**src/rtl/fsts_pkg.sv**
```systemverilog
// package for the fixed step tick scheduler
// holds widths, register indexes, request codes and the sequencer state type
// no dependencies
`default_nettype none
package fsts_pkg;

  localparam int TIME_WIDTH_DEF  = 48;
  localparam int COUNT_WIDTH_DEF = 32;

  localparam int PERIOD_W = 32;
  localparam int SEND_W   = 16;
  localparam int MCU_W    = 8;
  localparam int CFG_W    = 32;
  localparam int CFG_AW   = 2;

  localparam logic [PERIOD_W-1:0] TICK_LEN_RST  = PERIOD_W'(1000000);
  localparam logic [SEND_W-1:0]   FLAG_DIV_RST  = SEND_W'(1);
  localparam logic [MCU_W-1:0]    LAG_LIMIT_RST = MCU_W'(5);

  localparam logic [CFG_AW-1:0] CFG_TICK_LEN  = CFG_AW'(0);
  localparam logic [CFG_AW-1:0] CFG_FLAG_DIV  = CFG_AW'(1);
  localparam logic [CFG_AW-1:0] CFG_LAG_LIMIT = CFG_AW'(2);

  typedef enum logic [1:0] {
    REQ_START  = 2'd0,
    REQ_NEXT   = 2'd1,
    REQ_CANCEL = 2'd2,
    REQ_NOP    = 2'd3
  } req_t;

  typedef enum logic [2:0] {
    ST_IDLE,
    ST_CMP,
    ST_CHECK,
    ST_LOST,
    ST_ADV,
    ST_SEND,
    ST_DONE
  } state_t;

endpackage
`default_nettype wire

```
**src/rtl/fsts_div.sv**
```systemverilog
// restoring divider, one quotient bit per cycle
// used for the catch-up period count and the send flag modulo; needs fsts_pkg
`default_nettype none
module fsts_div
  import fsts_pkg::*;
#(
  parameter int DIVIDEND_W = TIME_WIDTH_DEF
) (
  input  wire logic                  clk,
  input  wire logic                  rst_n,
  input  wire logic                  start,
  input  wire logic [DIVIDEND_W-1:0] dividend,
  input  wire logic [PERIOD_W-1:0]   divisor,
  output logic                       done,
  output logic [DIVIDEND_W-1:0]      quotient,
  output logic [PERIOD_W-1:0]        remainder
);

  localparam int CNT_W = $clog2(DIVIDEND_W + 1);

  logic [DIVIDEND_W-1:0] quo_r, quo_nxt;
  logic [PERIOD_W-1:0]   rem_r, rem_nxt;
  logic [PERIOD_W-1:0]   dvs_r, dvs_nxt;
  logic [CNT_W-1:0]      cnt_r, cnt_nxt;
  logic                  busy_r, busy_nxt;
  logic                  done_r, done_nxt;

  logic [PERIOD_W:0]     shifted;
  logic [PERIOD_W+1:0]   diff;
  logic                  borrow;

  always_comb begin
    shifted = {rem_r, quo_r[DIVIDEND_W-1]};
    diff    = {1'b0, shifted} - {2'b00, dvs_r};
    borrow  = diff[PERIOD_W+1];

    quo_nxt  = quo_r;
    rem_nxt  = rem_r;
    dvs_nxt  = dvs_r;
    cnt_nxt  = cnt_r;
    busy_nxt = busy_r;
    done_nxt = 1'b0;

    if (start) begin
      quo_nxt  = dividend;
      rem_nxt  = '0;
      dvs_nxt  = divisor;
      cnt_nxt  = CNT_W'(DIVIDEND_W);
      busy_nxt = 1'b1;
    end else if (busy_r) begin
      quo_nxt = {quo_r[DIVIDEND_W-2:0], ~borrow};
      rem_nxt = borrow ? shifted[PERIOD_W-1:0] : diff[PERIOD_W-1:0];
      cnt_nxt = cnt_r - CNT_W'(1);
      if (cnt_r == CNT_W'(1)) begin
        busy_nxt = 1'b0;
        done_nxt = 1'b1;
      end
    end
  end

  always_ff @(posedge clk) begin
    if (!rst_n) begin
      busy_r <= 1'b0;
      done_r <= 1'b0;
      cnt_r  <= '0;
    end else begin
      busy_r <= busy_nxt;
      done_r <= done_nxt;
      cnt_r  <= cnt_nxt;
    end
  end

  always_ff @(posedge clk) begin
    quo_r <= quo_nxt;
    rem_r <= rem_nxt;
    dvs_r <= dvs_nxt;
  end

  assign done      = done_r;
  assign quotient  = quo_r;
  assign remainder = rem_r;

endmodule
`default_nettype wire

```
**src/rtl/fixed_step_tick_scheduler.sv**
```systemverilog
// fixed step tick scheduler with catch-up limit
// top level: sequencer, scheduler state, config registers, output register
// depends on fsts_pkg and fsts_div
//
// input stream: in_tuser carries the request kind (start, next, cancel, no-op),
// in_tdata the current time. one transaction in gives one transaction out.
// output stream: out_tuser is the ended flag; out_tdata carries tick index,
// send flag, waited flag, release time and skipped total.
// config port: cfg_we writes cfg_wdata into the register at cfg_addr
// (0 period, 1 send interval, 2 catch-up limit); write only when idle.
// start, cancel, no-op and next-after-cancel go straight to the output stage;
// a next request compares the time with the deadline and, if released at
// once, checks whether the lag exceeds the catch-up limit times the period,
// in which case the lost periods are skipped; it then advances the tick and
// gets the send flag. the shared one-bit-per-cycle divider is used once for
// the send modulo and, if periods are lost, once more for the catch-up count.
// in_tready is high only while the sequencer is idle, so an item is taken
// only once the last has left the sequencer; a finished result waits in the
// output register while out_tready is low, the next item is accepted meanwhile
// and its result is held in the sequencer until the register frees up.
// reset (rst_n low, synchronous) restores the register defaults, clears the
// deadline, counters and cancelled flag, and empties the output register.
`default_nettype none
module fixed_step_tick_scheduler
  import fsts_pkg::*;
#(
  parameter int TIME_WIDTH  = TIME_WIDTH_DEF,
  parameter int COUNT_WIDTH = COUNT_WIDTH_DEF,
  localparam int IN_W  = ((TIME_WIDTH + 7) / 8) * 8,
  localparam int OUT_W = ((2 * COUNT_WIDTH + TIME_WIDTH + 2 + 7) / 8) * 8
) (
  input  wire logic              clk,
  input  wire logic              rst_n,
  input  wire logic              in_tvalid,
  output logic                   in_tready,
  input  wire logic [IN_W-1:0]   in_tdata,   // now_time
  input  wire logic [1:0]        in_tuser,   // req_type
  output logic                   out_tvalid,
  input  wire logic              out_tready,
  output logic [OUT_W-1:0]       out_tdata,  // tick_index, send_flag, waited,
                                             // release_time, skipped_total
  output logic [0:0]             out_tuser,  // ended
  input  wire logic              cfg_we,
  input  wire logic [CFG_AW-1:0] cfg_addr,
  input  wire logic [CFG_W-1:0]  cfg_wdata
);

  localparam int TW     = TIME_WIDTH;
  localparam int CW     = COUNT_WIDTH;
  localparam int DW     = (TW > CW) ? TW : CW;
  localparam int PROD_W = MCU_W + PERIOD_W;
  localparam int CMP_W  = (TW > PROD_W) ? TW : PROD_W;

  state_t state_r, state_nxt;

  logic [PERIOD_W-1:0] tick_len_r;
  logic [SEND_W-1:0]   flag_div_r;
  logic [MCU_W-1:0]    lag_limit_r;

  logic [TW-1:0]     deadline_r, deadline_nxt;
  logic [CW-1:0]     tick_r, tick_nxt;
  logic [CW-1:0]     skip_r, skip_nxt;
  logic              cancelled_r, cancelled_nxt;

  logic [TW-1:0]     now_r, now_nxt;
  logic [TW-1:0]     behind_r, behind_nxt;
  logic [PROD_W-1:0] prod_r, prod_nxt;
  logic              send_r, send_nxt;
  logic              waited_r, waited_nxt;
  logic [TW-1:0]     rel_r, rel_nxt;

  logic              out_valid_r, out_valid_nxt;
  logic [OUT_W-1:0]  out_data_r, out_data_nxt;
  logic              out_ended_r, out_ended_nxt;

  logic [PERIOD_W-1:0] period_c;
  logic [SEND_W-1:0]   every_c;
  logic                in_acc;
  req_t                req_c;

  logic                div_start;
  logic [DW-1:0]       div_dividend;
  logic [PERIOD_W-1:0] div_divisor;
  logic                div_done;
  logic [DW-1:0]       div_quo;
  logic [PERIOD_W-1:0] div_rem;

  fsts_div #(
    .DIVIDEND_W (DW)
  ) u_div (
    .clk       (clk),
    .rst_n     (rst_n),
    .start     (div_start),
    .dividend  (div_dividend),
    .divisor   (div_divisor),
    .done      (div_done),
    .quotient  (div_quo),
    .remainder (div_rem)
  );

  assign period_c  = (tick_len_r == '0) ? PERIOD_W'(1) : tick_len_r;
  assign every_c   = (flag_div_r == '0) ? SEND_W'(1) : flag_div_r;
  assign in_tready = (state_r == ST_IDLE);
  assign in_acc    = in_tvalid && in_tready;
  assign req_c     = req_t'(in_tuser);

  always_comb begin
    state_nxt     = state_r;
    deadline_nxt  = deadline_r;
    tick_nxt      = tick_r;
    skip_nxt      = skip_r;
    cancelled_nxt = cancelled_r;
    now_nxt       = now_r;
    behind_nxt    = behind_r;
    prod_nxt      = prod_r;
    send_nxt      = send_r;
    waited_nxt    = waited_r;
    rel_nxt       = rel_r;
    out_valid_nxt = out_valid_r && !out_tready;
    out_data_nxt  = out_data_r;
    out_ended_nxt = out_ended_r;
    div_start     = 1'b0;
    div_dividend  = DW'(behind_r);
    div_divisor   = period_c;

    unique case (state_r)
      ST_IDLE: begin
        if (in_acc) begin
          now_nxt    = in_tdata[TW-1:0];
          send_nxt   = 1'b0;
          waited_nxt = 1'b0;
          rel_nxt    = '0;
          state_nxt  = ST_DONE;
          unique case (req_c)
            REQ_START: begin
              deadline_nxt  = in_tdata[TW-1:0] + TW'(period_c);
              tick_nxt      = '0;
              skip_nxt      = '0;
              cancelled_nxt = 1'b0;
            end
            REQ_CANCEL: begin
              cancelled_nxt = 1'b1;
            end
            REQ_NEXT: begin
              if (!cancelled_r) begin
                state_nxt = ST_CMP;
              end
            end
            REQ_NOP: begin
            end
          endcase
        end
      end
      ST_CMP: begin
        if (deadline_r > now_r) begin
          waited_nxt = 1'b1;
          rel_nxt    = deadline_r;
          state_nxt  = ST_ADV;
        end else begin
          rel_nxt    = now_r;
          behind_nxt = now_r - deadline_r;
          prod_nxt   = PROD_W'(lag_limit_r) * PROD_W'(period_c);
          state_nxt  = ST_CHECK;
        end
      end
      ST_CHECK: begin
        if (CMP_W'(behind_r) > CMP_W'(prod_r)) begin
          div_start = 1'b1;
          state_nxt = ST_LOST;
        end else begin
          state_nxt = ST_ADV;
        end
      end
      ST_LOST: begin
        if (div_done) begin
          // deadline + lost * period equals now minus the remainder
          skip_nxt     = skip_r + div_quo[CW-1:0];
          deadline_nxt = now_r - TW'(div_rem);
          state_nxt    = ST_ADV;
        end
      end
      ST_ADV: begin
        deadline_nxt = deadline_r + TW'(period_c);
        tick_nxt     = tick_r + CW'(1);
        div_start    = 1'b1;
        div_dividend = DW'(tick_nxt);
        div_divisor  = PERIOD_W'(every_c);
        state_nxt    = ST_SEND;
      end
      ST_SEND: begin
        if (div_done) begin
          send_nxt  = (div_rem == '0);
          state_nxt = ST_DONE;
        end
      end
      ST_DONE: begin
        if (!out_valid_r || out_tready) begin
          out_valid_nxt = 1'b1;
          out_ended_nxt = cancelled_r;
          out_data_nxt  = OUT_W'({skip_r, rel_r, waited_r, send_r, tick_r});
          state_nxt     = ST_IDLE;
        end
      end
      default: begin
        state_nxt = ST_IDLE;
      end
    endcase
  end

  always_ff @(posedge clk) begin
    if (!rst_n) begin
      state_r     <= ST_IDLE;
      tick_len_r  <= TICK_LEN_RST;
      flag_div_r  <= FLAG_DIV_RST;
      lag_limit_r <= LAG_LIMIT_RST;
      deadline_r  <= '0;
      tick_r      <= '0;
      skip_r      <= '0;
      cancelled_r <= 1'b0;
      out_valid_r <= 1'b0;
    end else begin
      state_r     <= state_nxt;
      deadline_r  <= deadline_nxt;
      tick_r      <= tick_nxt;
      skip_r      <= skip_nxt;
      cancelled_r <= cancelled_nxt;
      out_valid_r <= out_valid_nxt;
      if (cfg_we) begin
        case (cfg_addr)
          CFG_TICK_LEN:  tick_len_r  <= cfg_wdata[PERIOD_W-1:0];
          CFG_FLAG_DIV:  flag_div_r  <= cfg_wdata[SEND_W-1:0];
          CFG_LAG_LIMIT: lag_limit_r <= cfg_wdata[MCU_W-1:0];
          default: begin
          end
        endcase
      end
    end
  end

  always_ff @(posedge clk) begin
    now_r       <= now_nxt;
    behind_r    <= behind_nxt;
    prod_r      <= prod_nxt;
    send_r      <= send_nxt;
    waited_r    <= waited_nxt;
    rel_r       <= rel_nxt;
    out_data_r  <= out_data_nxt;
    out_ended_r <= out_ended_nxt;
  end

  assign out_tvalid = out_valid_r;
  assign out_tdata  = out_data_r;
  assign out_tuser  = out_ended_r;

endmodule
`default_nettype wire
```
**config.mk**
```make
export PLATFORM = sky130hd
export DESIGN_NAME = fixed_step_tick_scheduler
export DESIGN_NICKNAME = d
export VERILOG_FILES = /design/src/rtl/fsts_pkg.sv /design/src/rtl/fsts_div.sv /design/src/rtl/fixed_step_tick_scheduler.sv
export SDC_FILE = /design/constraint.sdc
export NUM_CORES = 2
export LEC_CHECK = 0
export BUFFER_PORTS_ARGS = -buffer_cell sky130_fd_sc_hd__buf_2
export CORE_MARGIN = 2
export CORE_UTILIZATION = 60
export CTS_CLUSTER_SIZE = 10
export DETAILED_ROUTE_END_ITERATION = 12
export PLACE_DENSITY_LB_ADDON = 0.1
export SYNTH_ARGS = -nofsm -noshare
export SYNTH_HDL_FRONTEND = slang
export SYNTH_SLANG_ARGS = --single-unit
export TNS_END_PERCENT = 20
```
**constraint.sdc**
```tcl
create_clock -name clk -period 8.55 [get_ports clk]
set_input_delay 0.855 -clock clk [delete_from_list [all_inputs] [get_ports clk]]
set_output_delay 0.855 -clock clk [all_outputs]
set_load 0.005 [all_outputs]
```
==> results.cfg <==
[status]
status = finished clean

[global_routing]
grt_usage_pct = 34.2
grt_pass1_wl_um = 197000
grt_pass1_vias = 33500
grt_overflow_total = 0
grt-busiest-layer = met2
grt_max_degree = 141
use_met2_pct = 51.0
met1_usage_pct = 48.7
antenna_found_initial = 1
grt_util_met3_pct = 4.35

[route]
drt-initial-drc-count = 3829
wl_um = 129000
postRouteAntennaNets = 0
vias_per_cell = 6.22
vias = 35800
wl_per_cell_um = 22.4
drc = 0
first_pass_iters = 6

[finish]
diodes = 0
utilization_pct = 65.8
layout-drive-gt1-share_pct = 7.80
syn_to_final_growth_pct = 8.31
nNetsFinal = 5293

[timing]
hold_viol = 0
maxSlewViolCount = 0
finalCritPeriodShare_pct = 81.5
rsz0062_at_grt = false
worst_slew_pin_slew_ns = 1.23
clock_skew_ns = 0.0285
layout_min_cycle_time_ns = 6.96
setup_violations = 0
fmaxAchievable_ghz = 0.144
slew_headroom_pct = 17.8
fin_tns_setup_ns = 0
hold_ws_ns = 0.415

[synthesis]
syn_avg_cell_area_um2 = 9.24
synthArstFlopShare_pct = 0
synth.yosys.seq_area_share_pct = 36.1
netlist_instances = 4715
yosys.cell_types.count = 87
synthAdderAreaFrac_pct = 16.5
ys.flop_type = edfxtp_1
syn-cell-area_um2 = 43600
synthSimpleGateAreaFrac_pct = 16.9
synth_edf_count = 381
synth_warnings = 0
ys_ff_latch = 594
synth_compound_area_share_pct = 16.4
synthXorXnorAreaFrac_pct = 4.67
synth_mux_area_share_pct = 3.45
synth_top_family_by_area = simple AND/OR/NAND/NOR gates

[worst_setup_path]
end_kind = flop
path_max_fanout = 12
worst_r2r_path_depth = 21
critPathRequiredTime_ns = 8.94
worstSetupPathType = reg2reg
cp-start-kind = flop
critPathArrivalTime_ns = 7.35

[floorplanning]
row_count = 98
floorplan.initialDensity_pct = 60.7
die_height_um = 273
fp.coreArea_um2 = 71700
num_io_pins = 212
die-area_um2 = 74800
die_w_um = 273

[power_and_ir_drop]
leakage_uw = 0.0196
irDropWorstVdd_uv = 286
power.density_nw_per_um2 = 332

[cts]
cts_resized = 0
cts_tree = built
cts_buffer_depth = 3
cts_made_buffers = 72
clkLatencyLatePin_ns = 0.64
cts-root-buf = clkbuf_16
cts_hold_buffers = 0
cts.clk_slew.worst_paths_ns = 0.07
htreeDepth = 3
cts_setup_buffers = 0
clock-sinks = 594

[placed_design]
place_congestion = 1.03
port_buffers = 205
dp_hpwl_um = 97300

[min_path]
whs_path_depth = 0
hp-class = reg2reg

[job]
drv_cap = 0
[cell usage after synthesis (9+ instances only)]
master	number	area, um2
o21ai_0	224	1120
and3_1	26	163
o31ai_1	10	75.1
a31oi_1	31	194
or3_1	71	444
o21a_1	32	240
and2_1	222	1390
xnor2_1	147	1290
a21o_1	128	961
ha_1	278	3480
and4_1	10	87.6
dfxtp_1	213	4260
a221oi_1	11	96.3
a211oi_1	76	571
nand3_1	122	611
o21bai_1	33	248
a2111oi_0	9	78.8
nand2b_1	34	213
nor3b_1	12	90.1
a22oi_1	26	195
nor4_1	79	494
nor3_1	51	255
nor2b_1	40	250
o221ai_1	14	123
mux2i_1	148	1480
xor2_1	85	744
o211ai_1	14	105
a21boi_0	11	82.6
o21ai_1	22	110
nor2_1	274	1030
fa_1	185	3700
buf_1	11	41.3
or2_2	11	68.8
edfxtp_1	381	11400
nand4_1	39	244
nand2_1	482	1810
inv_1	381	1430
a21oi_1	314	1570
clkbuf_1	266	998
a311o_1	53	531
[routing by layer]
layer,vias to the layer above,share of wire [%]
li1,16700,-
met1,17100,43
met2,1639,43
met3,310,7.9
met4,0,6.1
met5,-,0
[report_power, final]
part	internal (uW)	switching [uW]	total, uW
sequential	4230	589	4820
clock	1680	1220	2910
combinational	2830	5120	7950
total	8740	6940	15700
[flip-flops by register name, indices dropped and copies added (netlist names), 6 cells and up]
register and cells:
out_tdata 114, behind_r 48, deadline_r 48, now_r 48, rel_r 48, u_div.quotient 48, prod_r 40, skip_r 32
tick_len_r 32, tick_r 32, u_div.dvs_r 32, u_div.remainder 32, flag_div_r 16, lag_limit_r 8, u_div.cnt_r 6
[worst max-delay path, stage by stage, from the launching register on]
cell and delay, ns:
dfxtp_1 0.44, nor4_1 0.48, nand4_1 0.23, o21bai_1 0.17
buf_4 0.21, nand2_1 0.09, fa_1 0.42, inv_1 0.08
fa_1 0.43, fa_1 0.42, fa_1 0.48, ha_1 0.36
a21oi_1 0.16, o21ai_0 0.12, or3_1 0.32, o22a_1 0.33
a2111oi_0 0.72, nor3_1 0.26, a2111oi_0 0.60, o21bai_1 0.14
a21oi_1 0.19, xnor2_1 0.07
[path summary, 6_finish.rpt]
| path | from | endpoint | slack, ns |
|---|---|---|---|
| hold / removal | rel_r[46]$_SDFFCE_PN0P_ | out_tdata[80]$_DFFE_PP_ | 0.42 |
| setup / recovery | tick_len_r[26]$_SDFFE_PN0P_ | prod_r[38]$_DFFE_PP_ | 1.59 |
| setup reg to reg | tick_len_r[26]$_SDFFE_PN0P_ | prod_r[38]$_DFFE_PP_ | 1.59 |
| hold reg to reg | rel_r[46]$_SDFFCE_PN0P_ | out_tdata[80]$_DFFE_PP_ | 0.42 |
[cells by family after synthesis]
| group | after synthesis |
|---|---|
| AO/OA/AOI/OAI | 1097 |
| XOR/XNOR | 232 |
| adder cells (fa/ha/maj) | 463 |
| buffers and inverters | 677 |
| flip-flops | 594 |
| multiplexers | 150 |
| other | 1 |
| AND/OR/NAND/NOR | 1501 |
[cell type report]
cell class                 count  area (um2)
multi-input combinational   3449       25300
fill                        5971       24600
sequential                   594       15700
clock buffer                 122        2070
inverter                     383        1440
timing repair buffer         241        1310
tap                          950        1190
clock inverter                 8         124
[through the flow]
stage / power, uW / std cells / setup slack (ns) / area (um2)
global route: 16600 / 5747 / 1.20 / 47200
floorplan: 10300 / 4720 / 2.28 / 43600
detailed placement: 12600 / 5617 / 1.77 / 45000
global placement: 12500 / 5617 / 1.77 / 45000
finish: 15700 / 5747 / 1.59 / 47200
CTS: 15600 / 5747 / 1.79 / 47200
[layout by cell type (no fill, tap or decap), types with 147 or more instances in the layout]
master    Yosys  layout
and2_1      222     222
mux2i_1     148     148
nor2_1      274     271
edfxtp_1    381     381
a21oi_1     314     313
buf_2         6     205
fa_1        185     185
ha_1        278     277
o21ai_0     224     223
xnor2_1     147     147
nand2_1     482     481
dfxtp_1     213     212
inv_1       381     380
(Power assumes the default switching activity.)
